<file path="src/sv/assert_macros.svh">
// ---------------------------------------------------------------------------
// Assertion macros
// Clocked implication checks on clk, disabled while arst_n is low.
// ---------------------------------------------------------------------------
`ifndef ASSERT_MACROS_SVH
`define ASSERT_MACROS_SVH

// Same-cycle implication
`define ASSERT_SAME(label, ante, cons, msg) \
	label: assert property (@(posedge clk) disable iff (!arst_n) (ante) |-> (cons)) \
		else $error(msg);

// Next-cycle implication
`define ASSERT_NEXT(label, ante, cons, msg) \
	label: assert property (@(posedge clk) disable iff (!arst_n) (ante) |=> (cons)) \
		else $error(msg);

`endif

</file>
<file path="src/sv/fcrt_pkg.sv">
// ---------------------------------------------------------------------------
// Fault code record table package
// Opcodes, status codes and the record and transaction layouts.
// ---------------------------------------------------------------------------
`default_nettype none

package fcrt_pkg;

	localparam int CODE_W        = 32;
	localparam int TIME_W        = 32;
	localparam int COUNT_W       = 16;
	localparam int CFG_IDX_W     = 3;
	localparam int NUM_CODE_REGS = 6;
	localparam int IN_TDATA_W    = 72;
	localparam int OUT_TDATA_W   = 88;

	// Opcodes
	localparam logic [2:0] OP_FAULT     = 3'd0;
	localparam logic [2:0] OP_HEALTHY   = 3'd1;
	localparam logic [2:0] OP_CLEAR     = 3'd2;
	localparam logic [2:0] OP_CLEAR_ALL = 3'd3;
	localparam logic [2:0] OP_QUERY     = 3'd4;

	// Entry status
	localparam logic [1:0] ST_INACTIVE = 2'd0;
	localparam logic [1:0] ST_ACTIVE   = 2'd1;
	localparam logic [1:0] ST_CLEARED  = 2'd2;

	localparam logic [COUNT_W-1:0] COUNT_MAX = '1;

	typedef struct packed {
		logic [TIME_W-1:0]  last_time;
		logic [TIME_W-1:0]  first_time;
		logic [COUNT_W-1:0] count;
		logic [1:0]         status;
	} rec_t;

	typedef struct packed {
		logic [TIME_W-1:0] time_ms;
		logic [CODE_W-1:0] fault_code;
		logic [2:0]        opcode;
	} in_item_t;

	typedef struct packed {
		logic [TIME_W-1:0]  last_seen_ms;
		logic [TIME_W-1:0]  first_seen_ms;
		logic [COUNT_W-1:0] occurrences;
		logic [1:0]         entry_state;
		logic               is_active;
		logic               found;
	} res_t;

endpackage

`default_nettype wire

</file>
<file path="src/sv/fcrt_code_match.sv">
// ---------------------------------------------------------------------------
// Fault code match
// Holds the per-entry fault codes and finds the lowest entry whose code
// equals the incoming one.
// ---------------------------------------------------------------------------
`default_nettype none

module fcrt_code_match import fcrt_pkg::*; #(
	parameter int ENTRIES = 6,
	parameter int IDX_W   = 3
) (
	input  wire logic                 clk,
	input  wire logic                 arst_n,
	input  wire logic                 cfg_we,
	input  wire logic [CFG_IDX_W-1:0] cfg_idx,
	input  wire logic [CODE_W-1:0]    cfg_wdata,
	input  wire logic [CODE_W-1:0]    code,
	output logic                      hit,
	output logic [IDX_W-1:0]          idx
);

	logic [CODE_W-1:0] code_q [ENTRIES];

	// Load codes; entries beyond the register list keep their index as code
	always_ff @(posedge clk or negedge arst_n) begin
		if (!arst_n) begin
			for (int i = 0; i < ENTRIES; i++) begin
				code_q[i] <= CODE_W'(i);
			end
		end else begin
			for (int i = 0; i < ENTRIES; i++) begin
				if (i < NUM_CODE_REGS && cfg_we && cfg_idx == CFG_IDX_W'(i)) begin
					code_q[i] <= cfg_wdata;
				end
			end
		end
	end

	// Compare in parallel; lowest matching entry wins
	always_comb begin
		hit = 1'b0;
		idx = '0;
		for (int i = ENTRIES - 1; i >= 0; i--) begin
			if (code_q[i] == code) begin
				hit = 1'b1;
				idx = IDX_W'(i);
			end
		end
	end

endmodule

`default_nettype wire

</file>
<file path="src/sv/fcrt_record_store.sv">
// ---------------------------------------------------------------------------
// Fault record store
// Synchronous record memory with a registered read port, plus per-entry
// written and wiped flags so that reset and clear-all need no clearing pass.
// ---------------------------------------------------------------------------
`default_nettype none

module fcrt_record_store import fcrt_pkg::*; #(
	parameter int ENTRIES = 6,
	parameter int IDX_W   = 3
) (
	input  wire logic             clk,
	input  wire logic             arst_n,
	input  wire logic             rd_en,
	input  wire logic [IDX_W-1:0] rd_idx,
	input  wire logic             wr_en,
	input  wire logic [IDX_W-1:0] wr_idx,
	input  wire rec_t             wr_rec,
	input  wire logic             clr_all,
	output rec_t                  rd_rec
);

	rec_t               mem [ENTRIES];
	rec_t               rdata_q;
	logic [IDX_W-1:0]   rd_idx_q;
	logic [ENTRIES-1:0] written_q;
	logic [ENTRIES-1:0] wiped_q;
	rec_t               dflt_rec;

	// Memory port: write one entry, read one entry
	always_ff @(posedge clk) begin
		if (wr_en) begin
			mem[wr_idx] <= wr_rec;
		end
		if (rd_en) begin
			rdata_q  <= mem[rd_idx];
			rd_idx_q <= rd_idx;
		end
	end

	// Track which entries hold live data and which were wiped by clear-all
	always_ff @(posedge clk or negedge arst_n) begin
		if (!arst_n) begin
			written_q <= '0;
			wiped_q   <= '0;
		end else if (clr_all) begin
			written_q <= '0;
			wiped_q   <= '1;
		end else if (wr_en) begin
			written_q[wr_idx] <= 1'b1;
		end
	end

	// Entries not written since reset or clear-all read as zero records, with status cleared after clear-all
	always_comb begin
		dflt_rec        = '0;
		dflt_rec.status = wiped_q[rd_idx_q] ? ST_CLEARED : ST_INACTIVE;
		rd_rec          = written_q[rd_idx_q] ? rdata_q : dflt_rec;
	end

endmodule

`default_nettype wire

</file>
<file path="src/sv/fault_code_record_table.sv">
// Fault code record table.
// Results pass stage one, then the output register. Throughput: one
// transaction per cycle unless the output stalls; record memory is read on
// accept, written back as stage one advances, bypassing back-to-back hits.
// Reset: all codes take their entry index, all records read inactive and zero;
// no clearing pass is needed.
// ---------------------------------------------------------------------------
// Fault code record table top level
// Matches the code, reads the record, updates it and writes it back.
// ---------------------------------------------------------------------------
`default_nettype none

`include "assert_macros.svh"

module fault_code_record_table import fcrt_pkg::*; #(
	parameter int ENTRIES = 6
) (
	input  wire logic                   clk,
	input  wire logic                   arst_n,
	// Configuration write port
	input  wire logic                   cfg_we,
	input  wire logic [CFG_IDX_W-1:0]   cfg_idx,
	input  wire logic [CODE_W-1:0]      cfg_wdata,
	// Input stream
	input  wire logic                   s_axis_tvalid,
	output logic                        s_axis_tready,
	// opcode[2:0], fault_code[34:3], time_ms[66:35], zero pad
	input  wire logic [IN_TDATA_W-1:0]  s_axis_tdata,
	// Result stream
	output logic                        m_axis_tvalid,
	input  wire logic                   m_axis_tready,
	// found[0], is_active[1], entry_state[3:2], occurrences[19:4],
	// first_seen_ms[51:20], last_seen_ms[83:52], zero pad
	output logic [OUT_TDATA_W-1:0]      m_axis_tdata
);

	localparam int IDX_W = (ENTRIES > 1) ? $clog2(ENTRIES) : 1;

	in_item_t          in_item;
	logic              accept;
	logic              m_hit;
	logic [IDX_W-1:0]  m_idx;

	logic              valid_s1;
	logic [2:0]        op_s1;
	logic              hit_s1;
	logic [IDX_W-1:0]  idx_s1;
	logic [TIME_W-1:0] time_s1;
	logic              byp_s1;
	rec_t              byp_rec_s1;

	rec_t              store_rec;
	rec_t              cur_rec;
	rec_t              new_rec;
	res_t              res;
	logic              s1_go;
	logic              wr_en;
	logic              clr_all;

	logic              out_valid_q;
	res_t              out_res_q;

	assign in_item = in_item_t'(s_axis_tdata[$bits(in_item_t)-1:0]);

	// Advance the stage when the output register is free or being drained
	assign s1_go         = valid_s1 && (!out_valid_q || m_axis_tready);
	assign s_axis_tready = !valid_s1 || s1_go;
	assign accept        = s_axis_tvalid && s_axis_tready;

	fcrt_code_match #(
		.ENTRIES (ENTRIES),
		.IDX_W   (IDX_W)
	) u_match (
		.clk       (clk),
		.arst_n    (arst_n),
		.cfg_we    (cfg_we),
		.cfg_idx   (cfg_idx),
		.cfg_wdata (cfg_wdata),
		.code      (in_item.fault_code),
		.hit       (m_hit),
		.idx       (m_idx)
	);

	fcrt_record_store #(
		.ENTRIES (ENTRIES),
		.IDX_W   (IDX_W)
	) u_store (
		.clk     (clk),
		.arst_n  (arst_n),
		.rd_en   (accept),
		.rd_idx  (m_idx),
		.wr_en   (wr_en),
		.wr_idx  (idx_s1),
		.wr_rec  (new_rec),
		.clr_all (clr_all),
		.rd_rec  (store_rec)
	);

	// Stage one control
	always_ff @(posedge clk or negedge arst_n) begin
		if (!arst_n) begin
			valid_s1 <= 1'b0;
		end else if (accept) begin
			valid_s1 <= 1'b1;
		end else if (s1_go) begin
			valid_s1 <= 1'b0;
		end
	end

	// Capture the transaction; bypass a write-back to the same entry
	always_ff @(posedge clk) begin
		if (accept) begin
			op_s1      <= in_item.opcode;
			hit_s1     <= m_hit;
			idx_s1     <= m_idx;
			time_s1    <= in_item.time_ms;
			byp_s1     <= wr_en && (idx_s1 == m_idx);
			byp_rec_s1 <= new_rec;
		end
	end

	assign cur_rec = byp_s1 ? byp_rec_s1 : store_rec;

	// Apply the operation to the addressed record
	always_comb begin
		new_rec = cur_rec;
		unique case (op_s1)
			OP_FAULT: begin
				if (cur_rec.status != ST_ACTIVE) begin
					if (cur_rec.count == '0) begin
						new_rec.first_time = time_s1;
					end
					if (cur_rec.count != COUNT_MAX) begin
						new_rec.count = cur_rec.count + COUNT_W'(1);
					end
				end
				new_rec.status    = ST_ACTIVE;
				new_rec.last_time = time_s1;
			end
			OP_HEALTHY: begin
				if (cur_rec.status == ST_ACTIVE) begin
					new_rec.status    = ST_INACTIVE;
					new_rec.last_time = time_s1;
				end
			end
			OP_CLEAR: begin
				new_rec        = '0;
				new_rec.status = ST_CLEARED;
			end
			default: begin
				new_rec = cur_rec;
			end
		endcase
	end

	assign wr_en   = s1_go && hit_s1
		&& (op_s1 == OP_FAULT || op_s1 == OP_HEALTHY || op_s1 == OP_CLEAR);
	assign clr_all = s1_go && (op_s1 == OP_CLEAR_ALL);

	// Build the result
	always_comb begin
		res = '0;
		priority if (op_s1 == OP_CLEAR_ALL) begin
			res.found       = 1'b1;
			res.entry_state = ST_CLEARED;
		end else if (hit_s1 && (op_s1 == OP_FAULT || op_s1 == OP_HEALTHY
				|| op_s1 == OP_CLEAR || op_s1 == OP_QUERY)) begin
			res.found         = 1'b1;
			res.is_active     = (new_rec.status == ST_ACTIVE);
			res.entry_state   = new_rec.status;
			res.occurrences   = new_rec.count;
			res.first_seen_ms = new_rec.first_time;
			res.last_seen_ms  = new_rec.last_time;
		end else begin
			res = '0;
		end
	end

	// Output register
	always_ff @(posedge clk or negedge arst_n) begin
		if (!arst_n) begin
			out_valid_q <= 1'b0;
		end else if (s1_go) begin
			out_valid_q <= 1'b1;
		end else if (m_axis_tready) begin
			out_valid_q <= 1'b0;
		end
	end

	always_ff @(posedge clk) begin
		if (s1_go) begin
			out_res_q <= res;
		end
	end

	assign m_axis_tvalid = out_valid_q;
	assign m_axis_tdata  = {(OUT_TDATA_W - $bits(res_t))'(0), out_res_q};

	// Checks
	`ASSERT_SAME(a_stall_blocks_input, valid_s1 && out_valid_q && !m_axis_tready,
		!s_axis_tready, "input accepted while the pipeline is stalled")
	`ASSERT_NEXT(a_clear_all_result, s1_go && op_s1 == OP_CLEAR_ALL,
		out_res_q.found && out_res_q.entry_state == ST_CLEARED,
		"clear-all result not reported as cleared")
	`ASSERT_NEXT(a_miss_result_zero, s1_go && !hit_s1 && op_s1 != OP_CLEAR_ALL,
		out_res_q == '0, "unmatched code produced a non-zero result")
	`ASSERT_SAME(a_active_flag, out_valid_q,
		out_res_q.is_active == (out_res_q.entry_state == ST_ACTIVE),
		"active flag disagrees with entry state")

endmodule

`default_nettype wire
</file>
<file path="config.mk">
export PLATFORM = sky130hd
export DESIGN_NAME = fault_code_record_table
export DESIGN_NICKNAME = d
export VERILOG_FILES = /design/src/sv/fcrt_pkg.sv /design/src/sv/fcrt_code_match.sv /design/src/sv/fcrt_record_store.sv /design/src/sv/fault_code_record_table.sv
export VERILOG_INCLUDE_DIRS = /design/src /design/src/sv
export SDC_FILE = /design/constraint.sdc
export NUM_CORES = 1
export LEC_CHECK = 0
export BUFFER_PORTS_ARGS = -buffer_cell sky130_fd_sc_hd__buf_2
export CORE_MARGIN = 10
export CORE_UTILIZATION = 50
export CTS_CLUSTER_DIAMETER = 100
export DETAILED_ROUTE_END_ITERATION = 10
export GPL_TIMING_DRIVEN = 0
export PLACE_DENSITY = 0.67
export SLEW_MARGIN = 20
export SYNTH_ARGS = -nofsm -noshare
export SYNTH_HDL_FRONTEND = slang
export SYNTH_SLANG_ARGS = --single-unit
</file>
<file path="constraint.sdc">
create_clock -name clk -period 17.7 [get_ports clk]
set_input_delay 5.31 -clock clk [delete_from_list [all_inputs] [get_ports clk]]
set_output_delay 5.31 -clock clk [all_outputs]
set_load 0.05 [all_outputs]
</file>
==> metrics <==
Final Hold Vio Count=0; CP startpoint kind=input pin; CTS tree=yes; Cells after Synth=between 2000 and 2500; ANT nets after route=0; Slew Viols, Final=0; Bufs on Longest Clock Path=3; GRT Util Overall=23.1%; Unique masters post-synth=64; CTS H-tree depth=3; Slew HR=28.7%; DRC=0; port buffer count=160; Post-CTS Setup Inserts=0; R2R cell count=13; DRT iter0 DRCs=between 2000 and 2500; CTS root buf=clkbuf_16; dpl hpwl=74400 µm; WHS Path Cells=1; Min-Delay Endpoint=u_store.wiped_q[0]; peak supply drop=0.0803 mV; Hold Path Class=reg -> reg; die width=approximately 300 µm; Cell Area, Synth=0.0403 mm²; leak pwr=0.0166 µW; io pins=202; grt ovf=0; Worst path most repeated cell=buf_2; first-pass GRT wire length=161000 µm; ys flop type=edfxtp_1; FFs w/ async S/R, synth=20.5%; antenna violations before repair=8; CTS resizes=0; Die ar.=around 0.092 mm²; CP peak stage delay=240 ps; status=finished, final reports clean; R2R Path Start=byp_s1; wire per inst=27.7 µm; unrepaired setup endpoints after global routing=no; Final Cycle Share=62.9%; final setup vio count=0; worst skew pair latency=about 700 ps; hold_buf cts=0; crit path max-delay cell type=buf_2; worst hold start=u_store.wiped_q[0]; NumNets Final=2918; number of flops mapped to enable cells by yosys=780; max-capacitance violation count=0; Crit. End Element=output pin; pwr/cell area=116 mW/mm²; Die Y=just over 300 µm; maximum fanout along the worst path=3; via count=23700; clk sinks=981; share of cells above drive strength 1=21.9%; Worst Skew=50.3 ps; CP required=about 12000 ps; syn_area_per_cell=between 15 and 20 µm²; starting density of the core=50.2%; largest net degree at the start of global routing=103; Arr. time, crit path=5830 ps; Worst Max-Slew Pin Slew=roughly 1100 ps; critical path cell sequence=buf_2 > nand3b_1 > buf_2; clk slew on worst S/H paths=approximately 60 ps; Num CTS Buffers=100; critical path class=in -> out; total power=5390 µW; Syn. warnings=0; Routed WL=109000 µm; Via density=5.99; area growth from synthesis to layout=15.2%; register bit count reported by yosys=981; row count=104; fmax=about 90 MHz; Tmin final=11140 ps; FF-to-FF setup slack=12510 ps; GPL Wtd Cong=0.896; first-pass detailed-route iteration total=5; core area=0.0803 mm²; vias in the first global route=roughly 24000; sequential share of the synthesized area=70.6%; Crit Reg-Reg Endpoint=m_axis_tdata[45]; Fin Setup TNS=0 ps
power breakdown:
group	internal, µW	switching (µW)
registers	2670	96.8
clock network	1210	890
logic	204	321
total	4090	1310
worst max-delay path, delay by kind of cell:
| family | cells | cell delay (ps) |
|---|---|---|
| buf+inv | 2 | 340 |
| simple gates | 1 | 180 |
routing by layer:
layer  wire length, µm  share of wire, %  global-route usage, %  up-vias
li1                  -                 -                      -    10300
met1             45400                42                   31.1    12200
met2             51300                47                   36.3      987
met3              9310               8.5                   5.55      193
met4              3310               3.0                   7.92        4
met5                31             0.028                      0        -
how the worst max path moves through the flow:
stage	start	endpoint	slack [ps]
CTS	m_axis_tready	s_axis_tready	6550
floorplan	m_axis_tready	u_store.mem[1][0]	1100
global route	m_axis_tready	s_axis_tready	6500
detailed placement	m_axis_tready	s_axis_tready	6560
finish	m_axis_tready	s_axis_tready	6560
global placement	m_axis_tready	u_store.mem[0][27]	-9010
metrics by stage:
stage / std cells / utilization, % / area [µm²] / worst slack [ps] / hold slack (ps)
2_1_floorplan: 2471 / - / 40300 / 1100 / 426
3_3_place_gp: 3691 / 52.9 / 42500 / -9010 / 445
3_5_place_dp: 3762 / 53.8 / 43200 / 6560 / 456
4_1_cts: 3944 / 57.8 / 46400 / 6550 / 471
5_1_grt: 3948 / 57.8 / 46400 / 6500 / 499
6_report: 3949 / 57.8 / 46400 / 6560 / 476
cells by family after synthesis:
| logic type | share of synthesized area, % |
|---|---|
| DFF | 70.6 |
| AOI/OAI and AO/OA | 6.87 |
| buffers and inverters | 1.93 |
| xor gates and xnor gates | 4.24 |
| muxes | 11.6 |
| other | 0.00930 |
| and+or+nand+nor | 4.71 |
| adders and majority gates | 0.0620 |
state kept, by name, indices dropped and copies added, names as in the netlist:
signal             cells
byp_rec_s1            82
byp_s1                 1
hit_s1                 1
m_axis_tdata          84
m_axis_tvalid          1
op_s1                  3
time_s1               32
u_match.code_q       192
u_store.mem          492
u_store.rd_idx_q       3
u_store.rdata_q       82
u_store.wiped_q        1
u_store.written_q      6
valid_s1               1
Yosys cell counts (3+ instances only):
library cell,number,share of area [%]
edfxtp_1,780,58
mux2i_1,247,6.1
dfrtp_1,194,12
mux2_2,193,5.4
a22o_1,161,3.5
clkbuf_1,114,1.1
xnor2_1,98,2.1
xor2_1,97,2.1
and3_1,87,1.3
a221oi_1,83,1.8
and2_1,44,0.68
buf_2,36,0.45
nand2_1,36,0.34
nor4_1,36,0.56
nand4_1,34,0.53
nor2_1,33,0.31
nand2b_1,14,0.22
a21oi_1,13,0.16
buf_4,13,0.24
nand3_1,13,0.16
nor3_1,12,0.15
o21ai_0,12,0.15
o21a_1,11,0.20
inv_1,10,0.093
buf_1,9,0.084
a22oi_1,8,0.15
dfstp_2,7,0.46
o31ai_1,7,0.13
nor2b_1,6,0.093
a211oi_1,3,0.056
a222oi_1,3,0.074
mux2_1,3,0.084
nand3b_1,3,0.056
nor3b_1,3,0.056
or3_1,3,0.047
cell type report:
type                       count  area (µm²)
fill                        6149       33800
sequential                   981       28500
multi-input combinational   1308       11100
clock buffer                 130        2670
timing repair buffer         231        1450
tap                         1060        1330
buffer                       172         739
clock inverter                52         604
inverter                      10        37.5
antenna                        5        12.5
cell usage in the layout, fill, tap and decap left out, drive strengths merged, types with 14 or more instances in the layout:
cell,Yosys,final
xnor2,98,98
buf,58,289
xor2,97,97
nor2,33,33
a22o,161,161
edfxtp,780,780
mux2i,247,247
clkinv,0,39
mux2,196,196
a221oi,83,83
nand4,34,34
nand2,36,36
clkbuf,114,244
and2,44,44
o21ai,14,14
nand2b,14,14
and3,87,87
nor4,36,36
dfrtp,194,194
No activity file was read; power rests on OpenSTA's default activity.
